`src/hdl/complex_arith_unit_assert.svh`:
```
// ----------------------------------------------------------------------------
// Complex arithmetic unit assertion macros
// Shared property forms, clocked on clk and held off while rst_n is low.
// ----------------------------------------------------------------------------
`ifndef COMPLEX_ARITH_UNIT_ASSERT_SVH
`define COMPLEX_ARITH_UNIT_ASSERT_SVH

// Implication checked at every clock edge outside reset
`define CAU_ASSERT_IMP(lbl, ante, cons, msg) \
  lbl: assert property (@(posedge clk) disable iff (!rst_n) (ante) |-> (cons)) \
    else $error(msg);

// Condition that must never be seen outside reset
`define CAU_ASSERT_NEVER(lbl, bad, msg) \
  lbl: assert property (@(posedge clk) disable iff (!rst_n) !(bad)) \
    else $error(msg);

`endif

```
`src/hdl/cau_pkg.sv`:
```
// ----------------------------------------------------------------------------
// Complex arithmetic unit package
// Payload types, operation codes, fixed-point constants and clip helpers.
// ----------------------------------------------------------------------------
package cau_pkg;

  // Data format: signed Q4.12
  localparam int DW = 16;
  localparam int FB = 12;
  // Product and sum widths
  localparam int PW = 2 * DW;
  localparam int SW = PW + 2;
  // Divider: numerator / denominator width, quotient bits
  localparam int NW = PW;
  localparam int QW = DW + 1;
  localparam int PRE_LO = FB + 1;
  localparam int HEAD = QW - PRE_LO;
  localparam int DIV_STEPS = QW;
  // Square root
  localparam int SQRT_STEPS = DW;
  localparam int SRW = DW + 2;
  // CORDIC datapath, Q6.30 angles
  localparam int CW = 36;
  localparam int GUARD = 16;
  localparam int ANG_FRAC = 30;
  localparam int CORDIC_STEPS = 16;
  localparam int GAIN_W = 32;
  localparam int PRW = DW + 1 + GAIN_W;
  // Iteration stages in the body of the pipe
  localparam int BODY_STAGES = DIV_STEPS;

  localparam logic signed [CW-1:0] PI_Q = 36'sd3373259426;
  localparam logic signed [CW-1:0] NEG_PI_Q = -36'sd3373259426;
  localparam logic signed [CW-1:0] HALF_PI_Q = 36'sd1686629713;
  localparam logic signed [CW-1:0] NEG_HALF_PI_Q = -36'sd1686629713;
  localparam logic signed [CW-1:0] TWO_PI_Q = 36'sd6746518852;
  localparam logic signed [CW-1:0] NEG_TWO_PI_Q = -36'sd6746518852;
  localparam logic signed [GAIN_W-1:0] GAIN_Q = 32'sd652032874;

  // Result range
  localparam logic signed [CW-1:0] SMAX = CW'((1 << (DW - 1)) - 1);
  localparam logic signed [CW-1:0] SMIN = CW'(-(1 << (DW - 1)));
  localparam logic [CW-1:0] UMAX = CW'((1 << (DW - 1)) - 1);
  localparam logic [CW-1:0] ULIM = CW'(1 << (DW - 1));

  typedef enum logic [3:0] {
    CMD_ADD   = 4'd0,
    CMD_SUB   = 4'd1,
    CMD_MUL   = 4'd2,
    CMD_DIV   = 4'd3,
    CMD_DIVR  = 4'd4,
    CMD_ABS   = 4'd5,
    CMD_ARG   = 4'd6,
    CMD_CONJ  = 4'd7,
    CMD_INV   = 4'd8,
    CMD_POLAR = 4'd9
  } cmd_t;

  typedef struct packed {
    logic [3:0]           command;
    logic signed [DW-1:0] a_re;
    logic signed [DW-1:0] a_im;
    logic signed [DW-1:0] b_re;
    logic signed [DW-1:0] b_im;
  } in_t;

  typedef struct packed {
    logic signed [DW-1:0] res_re;
    logic signed [DW-1:0] res_im;
    logic                 saturated;
    logic                 div_by_zero;
  } out_t;

  typedef struct packed {
    logic                 sat;
    logic signed [DW-1:0] val;
  } clip_t;

  // State carried through the iteration stages
  typedef struct packed {
    logic [3:0]           cmd;
    // results of the single-pass operations
    logic signed [DW-1:0] q_re;
    logic signed [DW-1:0] q_im;
    logic                 q_sat;
    logic                 q_dz;
    // two restoring divider lanes on one denominator
    logic [NW-1:0]        den;
    logic [NW-1:0]        rem_re;
    logic [NW-1:0]        rem_im;
    logic [QW-1:0]        low_re;
    logic [QW-1:0]        low_im;
    logic [QW-1:0]        quo_re;
    logic [QW-1:0]        quo_im;
    logic                 ovf_re;
    logic                 ovf_im;
    logic                 neg_re;
    logic                 neg_im;
    // digit-by-digit square root
    logic [NW-1:0]        sq_n;
    logic [SRW-1:0]       sq_rem;
    logic [DW-1:0]        sq_root;
    // CORDIC, vectoring or rotation
    logic signed [CW-1:0] cx;
    logic signed [CW-1:0] cy;
    logic signed [CW-1:0] cz;
    logic                 vec;
    logic                 zero;
  } body_t;

  // atan(2^-i) in Q6.30
  function automatic logic signed [CW-1:0] atan_q(input int i);
    logic signed [CW-1:0] v;
    case (i)
      0:  v = CW'(843314857);
      1:  v = CW'(497837829);
      2:  v = CW'(263043837);
      3:  v = CW'(133525159);
      4:  v = CW'(67021687);
      5:  v = CW'(33543516);
      6:  v = CW'(16775851);
      7:  v = CW'(8388437);
      8:  v = CW'(4194283);
      9:  v = CW'(2097149);
      10: v = CW'(1048576);
      11: v = CW'(524288);
      12: v = CW'(262144);
      13: v = CW'(131072);
      14: v = CW'(65536);
      15: v = CW'(32768);
      16: v = CW'(16384);
      17: v = CW'(8192);
      18: v = CW'(4096);
      19: v = CW'(2048);
      20: v = CW'(1024);
      21: v = CW'(512);
      22: v = CW'(256);
      23: v = CW'(128);
      24: v = CW'(64);
      25: v = CW'(32);
      26: v = CW'(16);
      27: v = CW'(8);
      28: v = CW'(4);
      29: v = CW'(2);
      30: v = CW'(1);
      default: v = '0;
    endcase
    return v;
  endfunction

  // Clip a signed value to the result range
  function automatic clip_t clip_s(input logic signed [CW-1:0] v);
    clip_t c;
    c.sat = 1'b0;
    c.val = v[DW-1:0];
    if (v > SMAX) begin
      c.sat = 1'b1;
      c.val = SMAX[DW-1:0];
    end else if (v < SMIN) begin
      c.sat = 1'b1;
      c.val = SMIN[DW-1:0];
    end
    return c;
  endfunction

  // Clip a sign-magnitude value to the result range
  function automatic clip_t clip_mag(input logic [CW-1:0] m, input logic neg);
    clip_t c;
    logic [CW-1:0] nm;
    nm = -m;
    c.sat = 1'b0;
    if (neg) begin
      c.val = nm[DW-1:0];
      if (m > ULIM) begin
        c.sat = 1'b1;
        c.val = SMIN[DW-1:0];
      end
    end else begin
      c.val = m[DW-1:0];
      if (m > UMAX) begin
        c.sat = 1'b1;
        c.val = SMAX[DW-1:0];
      end
    end
    return c;
  endfunction

endpackage

```
`src/hdl/cau_step.sv`:
```
// ----------------------------------------------------------------------------
// Complex arithmetic unit iteration stage
// One registered step of the divider lanes, the square root and the CORDIC.
// ----------------------------------------------------------------------------
module cau_step #(
  parameter int STEP = 0
) (
  input  logic           clk,
  input  logic           rst_n,
  input  logic           en,
  input  logic           in_valid,
  input  cau_pkg::body_t in_data,
  output logic           out_valid,
  output cau_pkg::body_t out_data
);
  import cau_pkg::*;

  localparam logic signed [CW-1:0] AT = atan_q(STEP);

  body_t             d_nxt;
  body_t             out_data_r;
  logic              out_valid_r;
  logic [NW:0]       r_re, r_im, dv_re, dv_im;
  logic              ge_re, ge_im, ge_sq, sel;
  logic [SRW+1:0]    sq_t, sq_trial, sq_diff;
  logic signed [CW-1:0] dx, dy;

  always_comb begin
    d_nxt = in_data;

    // divider: one quotient bit per lane
    r_re  = {in_data.rem_re, in_data.low_re[QW-1]};
    r_im  = {in_data.rem_im, in_data.low_im[QW-1]};
    dv_re = r_re - {1'b0, in_data.den};
    dv_im = r_im - {1'b0, in_data.den};
    ge_re = r_re >= {1'b0, in_data.den};
    ge_im = r_im >= {1'b0, in_data.den};
    if (STEP < DIV_STEPS) begin
      d_nxt.rem_re = ge_re ? dv_re[NW-1:0] : r_re[NW-1:0];
      d_nxt.rem_im = ge_im ? dv_im[NW-1:0] : r_im[NW-1:0];
      d_nxt.low_re = in_data.low_re << 1;
      d_nxt.low_im = in_data.low_im << 1;
      d_nxt.quo_re = {in_data.quo_re[QW-2:0], ge_re};
      d_nxt.quo_im = {in_data.quo_im[QW-2:0], ge_im};
    end

    // square root: one root bit from two radicand bits
    sq_t     = {in_data.sq_rem, in_data.sq_n[NW-1 -: 2]};
    sq_trial = (SRW+2)'({in_data.sq_root, 2'b01});
    sq_diff  = sq_t - sq_trial;
    ge_sq    = sq_t >= sq_trial;
    if (STEP < SQRT_STEPS) begin
      d_nxt.sq_rem  = ge_sq ? sq_diff[SRW-1:0] : sq_t[SRW-1:0];
      d_nxt.sq_root = {in_data.sq_root[DW-2:0], ge_sq};
      d_nxt.sq_n    = in_data.sq_n << 2;
    end

    // CORDIC micro-rotation
    dx  = in_data.cx >>> STEP;
    dy  = in_data.cy >>> STEP;
    sel = in_data.vec ? (in_data.cy < 0) : (in_data.cz >= 0);
    if (STEP < CORDIC_STEPS) begin
      if (sel) begin
        d_nxt.cx = in_data.cx - dy;
        d_nxt.cy = in_data.cy + dx;
        d_nxt.cz = in_data.cz - AT;
      end else begin
        d_nxt.cx = in_data.cx + dy;
        d_nxt.cy = in_data.cy - dx;
        d_nxt.cz = in_data.cz + AT;
      end
    end
  end

  // valid bit
  always_ff @(posedge clk) begin
    if (!rst_n) begin
      out_valid_r <= 1'b0;
    end else if (en) begin
      out_valid_r <= in_valid;
    end
  end

  // payload
  always_ff @(posedge clk) begin
    if (en) begin
      out_data_r <= d_nxt;
    end
  end

  assign out_valid = out_valid_r;
  assign out_data  = out_data_r;

endmodule

```
`config.mk`:
```
export PLATFORM = sky130hd
export DESIGN_NAME = cau_step
export DESIGN_NICKNAME = d
export VERILOG_FILES = /design/src/hdl/complex_arith_unit_assert.svh /design/src/hdl/cau_pkg.sv /design/src/hdl/cau_step.sv
export SDC_FILE = /design/constraint.sdc
export NUM_CORES = 1
export LEC_CHECK = 0
export BUFFER_PORTS_ARGS = -buffer_cell sky130_fd_sc_hd__buf_2
export CAP_MARGIN = 20
export CELL_PAD_IN_SITES_DETAIL_PLACEMENT = 1
export CELL_PAD_IN_SITES_GLOBAL_PLACEMENT = 2
export CORE_MARGIN = 4
export CORE_UTILIZATION = 29
export DETAILED_ROUTE_END_ITERATION = 12
export GPL_TIMING_DRIVEN = 0
export PLACE_DENSITY = 0.79
export SETUP_SLACK_MARGIN = 0.4
export SYNTH_ARGS = -nofsm -noshare
export SYNTH_HDL_FRONTEND = slang
export SYNTH_SLANG_ARGS = --single-unit
export TNS_END_PERCENT = 1
```
`constraint.sdc`:
```
create_clock -name clk -period 5.35 [get_ports clk]
set_clock_uncertainty 0.05 [all_clocks]
set_input_delay 1.07 -clock clk [delete_from_list [all_inputs] [get_ports clk]]
set_output_delay 1.07 -clock clk [all_outputs]
set_load 0.03 [all_outputs]
```
## After elaboration in Yosys (flattened, before gate mapping)

Index checks and enable logic that the tools add are counted.

- Bits in registers: 379
- Bits of input ports: 386
- Output and inout bits: 383
- Word-level logic and storage cells: 43

- Add/subtract/negate cells: 8
- $lt $le $gt $ge: 5
- Mux-type cells: 5

Operators with widths:

| cell | count |
|---|---|
| 108-bit two-way mux | 1 |
| 36-bit subtractor | 2 |
| 33-bit by 32-bit greater-or-equal comparator with 1-bit output | 2 |
| 32-bit two-way mux | 2 |
| 32-bit subtractor | 2 |
| 36-bit by 31-bit adder with 36-bit output (second input constant) | 1 |
| 36-bit adder | 1 |
| 36-bit by 1-bit greater-or-equal comparator with 1-bit output (second input constant) | 1 |
| 36-bit by 1-bit less-than comparator with 1-bit output (second input constant) | 1 |
| 36-bit by 31-bit subtractor with 36-bit output (second input constant) | 1 |
| 20-bit by 18-bit greater-or-equal comparator with 1-bit output | 1 |
| 18-bit two-way mux | 1 |
| 18-bit subtractor | 1 |
| 1-bit two-way mux | 1 |

## Logic depth before layout (Yosys ltp)

Gate-level depths: netlist of the first run.

- Depth after elaboration: 3
- Depth in mapped cells: 19
- Gate-level depth less buffers: 14

## Worst setup path after synthesis of the first run

Ideal clock, no wire load.

- Kind: input to register
- Start point: in in_data[1] in the netlist's numbering
- End point: reg out_data_r (netlist bit out_data[36]), data pin
- Library setup time: 0.258 ns
- Arrival time: 5.231 ns
- Required time: 5.042 ns
- Path slack: -0.189 ns
- Stages: 19
- Path buffers: 5
- Cells stage by stage: nand2b_1 -> nand2_2 -> inv_2 -> clkbuf_1 -> clkbuf_1 -> clkbuf_1 -> clkbuf_1 -> ha_1 -> clkbuf_2 -> nand2_1 -> or4_4 -> o41ai_2 -> nor2_1 -> o32ai_2 -> a31oi_2 -> o211ai_1 -> o211ai_2 -> o31a_1 -> xnor2_1

RTL lines:

| what | RTL line | RTL |
|---|---|---|
| start: declaration | cau_step.sv:12 | `input cau_pkg::body_t in_data,` |
| end signal: assignment | cau_step.sv:87 | `out_data_r <= d_nxt;` |
| end: declaration | cau_step.sv:21 | `body_t out_data_r;` |

==> results.sh, run 1 <==
export IMPL_dr_pass1_iters=5
export IMPL_area_growth_pct=28.39
export IMPL_clk_pin_slew_ns=0.06
export IMPL_tightest_slew_ns=1.160
export IMPL_cts_path_max_buffers=3
export IMPL_drt_total_wl_mm=106.7
export IMPL_total_power_w=0.01060
export IMPL_final_cell_mix="772 x buf_2, 377 x edfxtp_1, 244 x a21oi_1"
export IMPL_syn_cell_area_sq_um=24780
export IMPL_cap_viol_max_count=0
export IMPL_vdd_drop_max_uv=202.8
export IMPL_arrival_ns=5.28
export IMPL_vias_per_cell=5.100
export IMPL_p_per_area_nw_per_um2=333.2
export IMPL_drc=0
export IMPL_synth_seq_cells=378
export IMPL_grt_max_degree=110
export IMPL_cts_root_buf="clkbuf_16"
export IMPL_start_util_pct=29.42
export IMPL_design_die_area_sq_um=90190
export IMPL_cts_buffers=48
export IMPL_clk_latency_ns=0.58
export IMPL_endpoint_kind="flip-flop"
export IMPL_final_nets=3850
export IMPL_crit_end="out_data[36]"
export IMPL_drt_initial_drc_count=1461
export IMPL_htreeDepth=2
export IMPL_fillers=9819
export IMPL_final_common_cell="buf_2"
export IMPL_die_w_um=300.3
export IMPL_synthFlopType="edfxtp_1"
export IMPL_r2r_end="out_valid"
export IMPL_yosys_top_cells_area="edfxtp_1 46%, ha_1 10%, a21oi_1 4.9%"
export IMPL_synthArstFlopShare_pct=0
export IMPL_placedCellCount=4337
export IMPL_vias=22600
export IMPL_grt_pass1_vias=23097
export IMPL_ys_seq_area_share_pct=45.77
export IMPL_drv_slew=0
export IMPL_ant_nets=0
export IMPL_grt_overflow_total=0
export IMPL_utilization_pct=37.78
export IMPL_fin_ws_ns=0.3623
export IMPL_setup_violations_final=0
export IMPL_portBuffers=755
export IMPL_synth_top_cell_by_area="edfxtp_1"
export IMPL_netlist_instances=2441
export IMPL_period_needed_ns=4.988
export IMPL_die_y_um=300.3
export IMPL_regArea_sq_um=11340
export IMPL_crit_path_max_fanout=10
export IMPL_required_ns=5.65
export IMPL_avgSynthCellArea_sq_um=10.15
export IMPL_place_area_sq_um=30100
export IMPL_path_class="in -> reg"
export IMPL_leakage_nw=13.82
export IMPL_fmax_mhz=200.5
export IMPL_reg2reg_from="out_valid"
export IMPL_hold_viol=0
export IMPL_fin_crit_sh_pct=93.23
export IMPL_synth_edf_count=377
export IMPL_cp_startpoint="in_data[1]"
export IMPL_place_hpwl_mm=86.63
export IMPL_wl_per_cell_um=24.09
export IMPL_cts_tree="yes"
export IMPL_ys_types=98
export IMPL_final_cells=4431
export IMPL_clkSinkCount=378
export IMPL_final_cell_area_sq_um=31810
export IMPL_coreArea_sq_um=84220
export IMPL_rrSetupSlack_ns=4.71
export IMPL_grt_pass1_wl_mm=153.2
export IMPL_place_congestion=0.9007
export IMPL_post_route_cells_drive_above_1_share_pct=28.11
export IMPL_multi_input_area_sq_um=12330
export IMPL_num_rows=106
export IMPL_grt_use_total_pct=22.43
export IMPL_outcome="completed"
export IMPL_relSlewSlack_pct=22.69
export IMPL_pin_count=769
export IMPL_synth_top_cell_area_share_pct=45.69
export IMPL_rsz0062_at_grt="yes"
export IMPL_antenna_found_initial=9
export IMPL_yosysWarnings=0
export IMPL_cp_start_kind="input pin"
export IMPL_rr_worst_depth=2
export IMPL_preCtsSetupSlack_ns=-1.417
export IMPL_hp_class="reg -> reg"
==> how the worst min path moves through the flow <==
stage | start | endpoint | cells after the start
after global routing | out_valid | out_valid | 2
after CTS | out_valid | out_valid | 2
after global placement | out_valid | out_valid | 2
after floorplan | out_valid | out_valid | 2
after detailed placement | out_valid | out_valid | 2
final | out_valid | out_valid | 2
==> where the power goes <==
group	total [W]	internal, W	switching (W)	leakage [nW]
registers	0.00384	0.00374	0.000103	3.70
clock network	0.00330	0.00189	0.00141	0.751
logic	0.00346	0.00108	0.00238	9.37
total	0.0106	0.00670	0.00390	13.8
==> Yosys cell counts (all sizes together), types with 5 or more instances <==
cell type,count
a2111oi,11
a211o,12
a211oi,20
a21boi,10
a21o,69
a21oi,246
a221oi,16
a311oi,6
a31o,6
a31oi,23
and3,17
buf,46
clkbuf,51
clkinv,7
edfxtp,377
fa,5
ha,204
inv,185
mux2,12
mux2i,23
nand2,168
nand2b,28
nand3,36
nand4,26
nor2,177
nor2b,17
nor3,35
nor3b,5
nor4,14
o2111ai,6
o211ai,10
o21a,35
o21ai,189
o21bai,49
o221a,5
o221ai,6
o31a,10
o31ai,19
o41ai,5
or2,6
or3,11
or4,5
xnor2,134
xor2,46
==> registers in the layout, summed over array words and instances, names as in the netlist <==
| name | cells |
|---|---|
| out_valid | 1 |
| out_data | 377 |
==> worst max-delay path: stages <==
cell and delay (ns):
buf_2 0.16, nand2b_1 0.23, nand2_2 0.20, buf_2 0.30, buf_4 0.25, buf_4 0.26, clkbuf_4 0.28, buf_6 0.22
xnor2_1 0.15, ha_1 0.24, a31oi_1 0.13, o31ai_2 0.32, nand4_1 0.20, nand2_1 0.24, a31oi_2 0.21, o211ai_1 0.25
o211ai_2 0.15, o31a_1 0.30, xnor2_1 0.13
==> per-stage QoR <==
stage	TNS [ns]	hold slack, ns
after global placement	-1024.94	0.4431
after floorplan	0	0.5904
after detailed placement	-20.13	0.4576
final	0	0.4718
after global routing	0	0.5053
after CTS	0	0.4730
==> what timing repair did <==
action,in CTS,in global routing
cloned,0,1
buffers inserted,1,0
setup endpoints to repair,24,16
hold buffers,0,0
resized for setup,20,6
pin swaps,1,0
==> layer usage <==
metal,vias to the layer above,global-route usage (%),share of wire [%]
met5,-,0,0.053
met4,8,6.176,2.7
met3,143,4.058,5.9
met2,706,40.95,51
met1,11150,26.99,40
li1,10593,-,-
==> area by class of cell <==
class,instances,area share (%)
well taps,1134,4.460
multi-input cells,1777,38.77
inverters,192,2.265
plain buffers,97,1.546
clock inverters,38,1.168
flip-flops and latches,378,35.65
clock buffers,51,3.878
repair buffers,761,12.24
diodes,3,0.02360
==> cells by family (layout without fill, tap and decap cells) <==
family,after synthesis,in the layout,synth area share [%]
AND/OR/NAND/NOR,558,558,10.44
XOR/XNOR,180,180,6.362
other,1,7,0.01513
adder cells (fa/ha/maj),209,209,10.70
buffers and inverters,289,1139,4.646
flip-flops,378,378,45.77
multiplexers,35,35,1.535
AO/OA/AOI/OAI,791,791,20.53
Power figures use the tool's default switching activity.
==> run 2: changes to the inputs <==
--- a/config.mk
+++ b/config.mk
@@ -9,11 +9,11 @@
 export CAP_MARGIN = 20
 export CELL_PAD_IN_SITES_DETAIL_PLACEMENT = 1
 export CELL_PAD_IN_SITES_GLOBAL_PLACEMENT = 2
-export CORE_MARGIN = 4
-export CORE_UTILIZATION = 29
+export CORE_AREA = 4 4 301 303
 export DETAILED_ROUTE_END_ITERATION = 12
+export DIE_AREA = 0 0 305 307
 export GPL_TIMING_DRIVEN = 0
-export PLACE_DENSITY = 0.79
+export PLACE_DENSITY = 0.75
 export SETUP_SLACK_MARGIN = 0.4
 export SYNTH_ARGS = -nofsm -noshare
 export SYNTH_HDL_FRONTEND = slang
==> constraint.sdc (replaced) <==
create_clock -name clk -period 4.84 [get_ports clk]
set_clock_uncertainty 0.05 [all_clocks]
set_input_delay 0.968 -clock clk [delete_from_list [all_inputs] [get_ports clk]]
set_output_delay 0.968 -clock clk [all_outputs]
set_load 0.03 [all_outputs]
==> run 2 against run 1 <==
Largest power group unchanged. Cell count grew 1.4%. Critical path depth shrank 5. Largest cell class unchanged. Core utilization shrank 1.2 points.
==> results.sh, run 2 (synthesis gave the netlist of run 1 again) <==
export IMPL_design_die_area_sq_um=93640
export IMPL_die_y_um=307
export IMPL_seqPwrFrac_pct=36.4
export IMPL_pwr_share_clk_pct=30.7
export IMPL_vdd_drop_max_uv=308.2
export IMPL_grt_pass1_vias=23068
export IMPL_path_buf_inv=2
export IMPL_post_route_cells_drive_above_1_share_pct=28.65
export IMPL_wl_per_cell_um=23.35
export IMPL_drv_slew=0
export IMPL_tns_ns=0
export IMPL_place_congestion=0.8860
export IMPL_dr_wl_met3_mm=6.478
export IMPL_tightest_slew_ns=1.139
export IMPL_portBuffers=755
export IMPL_reg2reg_from="out_valid"
export IMPL_fin_ws_ns=0.4206
export IMPL_endpoint_kind="flip-flop"
export IMPL_path_class="in -> reg"
export IMPL_pwr_share_comb_pct=33.0
export IMPL_slowest_delay_ns=0.66
export IMPL_grt_use_total_pct=21.31
export IMPL_relSlewSlack_pct=23.36
export IMPL_total_power_w=0.01167
export IMPL_largest_reg_flops=377
export IMPL_start_util_pct=28.17
export IMPL_pin_count=769
export IMPL_cap_viol_max_count=0
export IMPL_wl_met1_mm=42.10
export IMPL_grt_max_degree=112
export IMPL_utilization_pct=36.57
export IMPL_fin_crit_sh_pct=91.31
export IMPL_period_needed_ns=4.419
export IMPL_arrival_ns=4.77
export IMPL_hold_viol=0
export IMPL_wl_met2_mm=52.53
export IMPL_grt_pass1_wl_mm=151.9
export IMPL_internal_power_w=0.007442
export IMPL_htreeDepth=2
export IMPL_drt_total_wl_mm=104.9
export IMPL_p_per_area_nw_per_um2=362.7
export IMPL_crit_cells=14
export IMPL_cp_start_kind="input pin"
export IMPL_cts_tree="yes"
export IMPL_cp_startpoint="in_data[74]"
export IMPL_vias_per_cell=4.980
export IMPL_place_hpwl_mm=85.28
export IMPL_rr_worst_depth=2
export IMPL_grt_overflow_total=0
export IMPL_final_common_cell="buf_2"
export IMPL_final_cell_mix="768 x buf_2, 377 x edfxtp_1, 245 x a21oi_1"
export IMPL_crit_path_frequent_cell="o21ai_1"
export IMPL_drc=0
export IMPL_cts_root_buf="clkbuf_16"
export IMPL_preCtsSetupSlack_ns=-1.426
export IMPL_leakage_nw=13.94
export IMPL_top_layer="met5"
export IMPL_r2r_end="out_valid"
export IMPL_coreArea_sq_um=87970
export IMPL_antenna_found_initial=35
export IMPL_rrSetupSlack_ns=4.18
export IMPL_crit_end="out_data[108]"
export IMPL_cts_buffers=48
export IMPL_p_sw_w=0.004227
export IMPL_dr_pass1_iters=8
export IMPL_ant_nets=0
export IMPL_hp_class="in -> reg"
export IMPL_clk_pin_slew_ns=0.06
export IMPL_outcome="completed"
export IMPL_required_ns=5.19
export IMPL_num_rows=109
export IMPL_critPathTopFamily="compound AO/OA/AOI/OAI gates"
export IMPL_swShare_pct=36.22
export IMPL_crit_path_max_fanout=5
export IMPL_area_growth_pct=29.84
export IMPL_vias=22367
export IMPL_setup_violations_final=0
export IMPL_clkSinkCount=378
export IMPL_drt_initial_drc_count=1412
export IMPL_clk_latency_ns=0.60
export IMPL_rsz0062_at_grt="yes"
export IMPL_slowest_stage="a2111oi_2"
export IMPL_crit_chain="buf_2 -> ha_1 -> inv_1 -> fa_1 -> o21ba_2 -> o21ai_1 -> a311oi_2 -> a2111oi_2 -> o21ai_1 -> nand3_1 -> a21oi_1 -> o21ai_0 -> a21boi_0 -> xnor2_1"
export IMPL_cts_path_max_buffers=3
export IMPL_die_w_um=305
export IMPL_final_nets=3866
export IMPL_fmax_mhz=226.3
[run 2: timing repair]
action                     in CTS  in global routing
hold buffers                    0                  0
setup endpoints to repair      27                 15
gates resized for setup        21                 14
pin swaps                       5                  9
setup buffers                   3                 13
gates cloned                    1                  1
[run 2: power by group through the flow]
stage,clock network [W],registers (W),logic (W)
floorplan,0,0.00515,0.00156
global placement,0,0.00433,0.00378
detailed placement,0,0.00431,0.00379
CTS,0.00370,0.00425,0.00384
global route,0.00383,0.00428,0.00413
finish,0.00358,0.00424,0.00385
[run 2: worst min path at each step]
stage | start | end | slack (ns) | cells after the start
global route | in_data[351] | out_data[351] | 0.45 | 1
finish | in_data[200] | out_data[201] | 0.49 | 1
CTS | in_data[200] | out_data[201] | 0.43 | 1
detailed placement | out_valid | out_valid | 0.48 | 2
global placement | out_valid | out_valid | 0.46 | 2
floorplan | out_valid | out_valid | 0.59 | 2
[run 2: routing by layer]
layer  track usage [%]  vias to the layer above
met2             37.73                      654
met1             25.20                    10859
met5                 0                        -
met4             7.798                       22
met3             4.993                      178
li1                  -                    10654
[run 2: layout make-up]
| cell class | instances | area (sq um) |
|---|---|---|
| antenna | 17 | 42.54 |
| buffer | 97 | 544.3 |
| clock buffer | 59 | 1264 |
| clock inverter | 29 | 276.5 |
| fill | 10223 | 55790 |
| inverter | 192 | 723.2 |
| multi-input combinational | 1777 | 12500 |
| sequential | 378 | 11340 |
| tap | 1165 | 1458 |
| timing repair buffer | 777 | 4026 |
[run 2: worst reg2reg max path, stage by stage, from the launching register on]
cell	delay (ns)
dfxtp_1	0.32
mux2i_1	0.12
nor2b_1	0.06
[run 2: metrics by stage]
step / area, sq um / hold WS [ns] / cells
3_3_place_gp: 30190 / 0.4639 / 4364
4_1_cts: 31960 / 0.4308 / 4459
6_report: 32170 / 0.4856 / 4491
2_1_floorplan: 24950 / 0.5904 / 2444
5_1_grt: 32160 / 0.4503 / 4486
3_5_place_dp: 30280 / 0.4836 / 4367
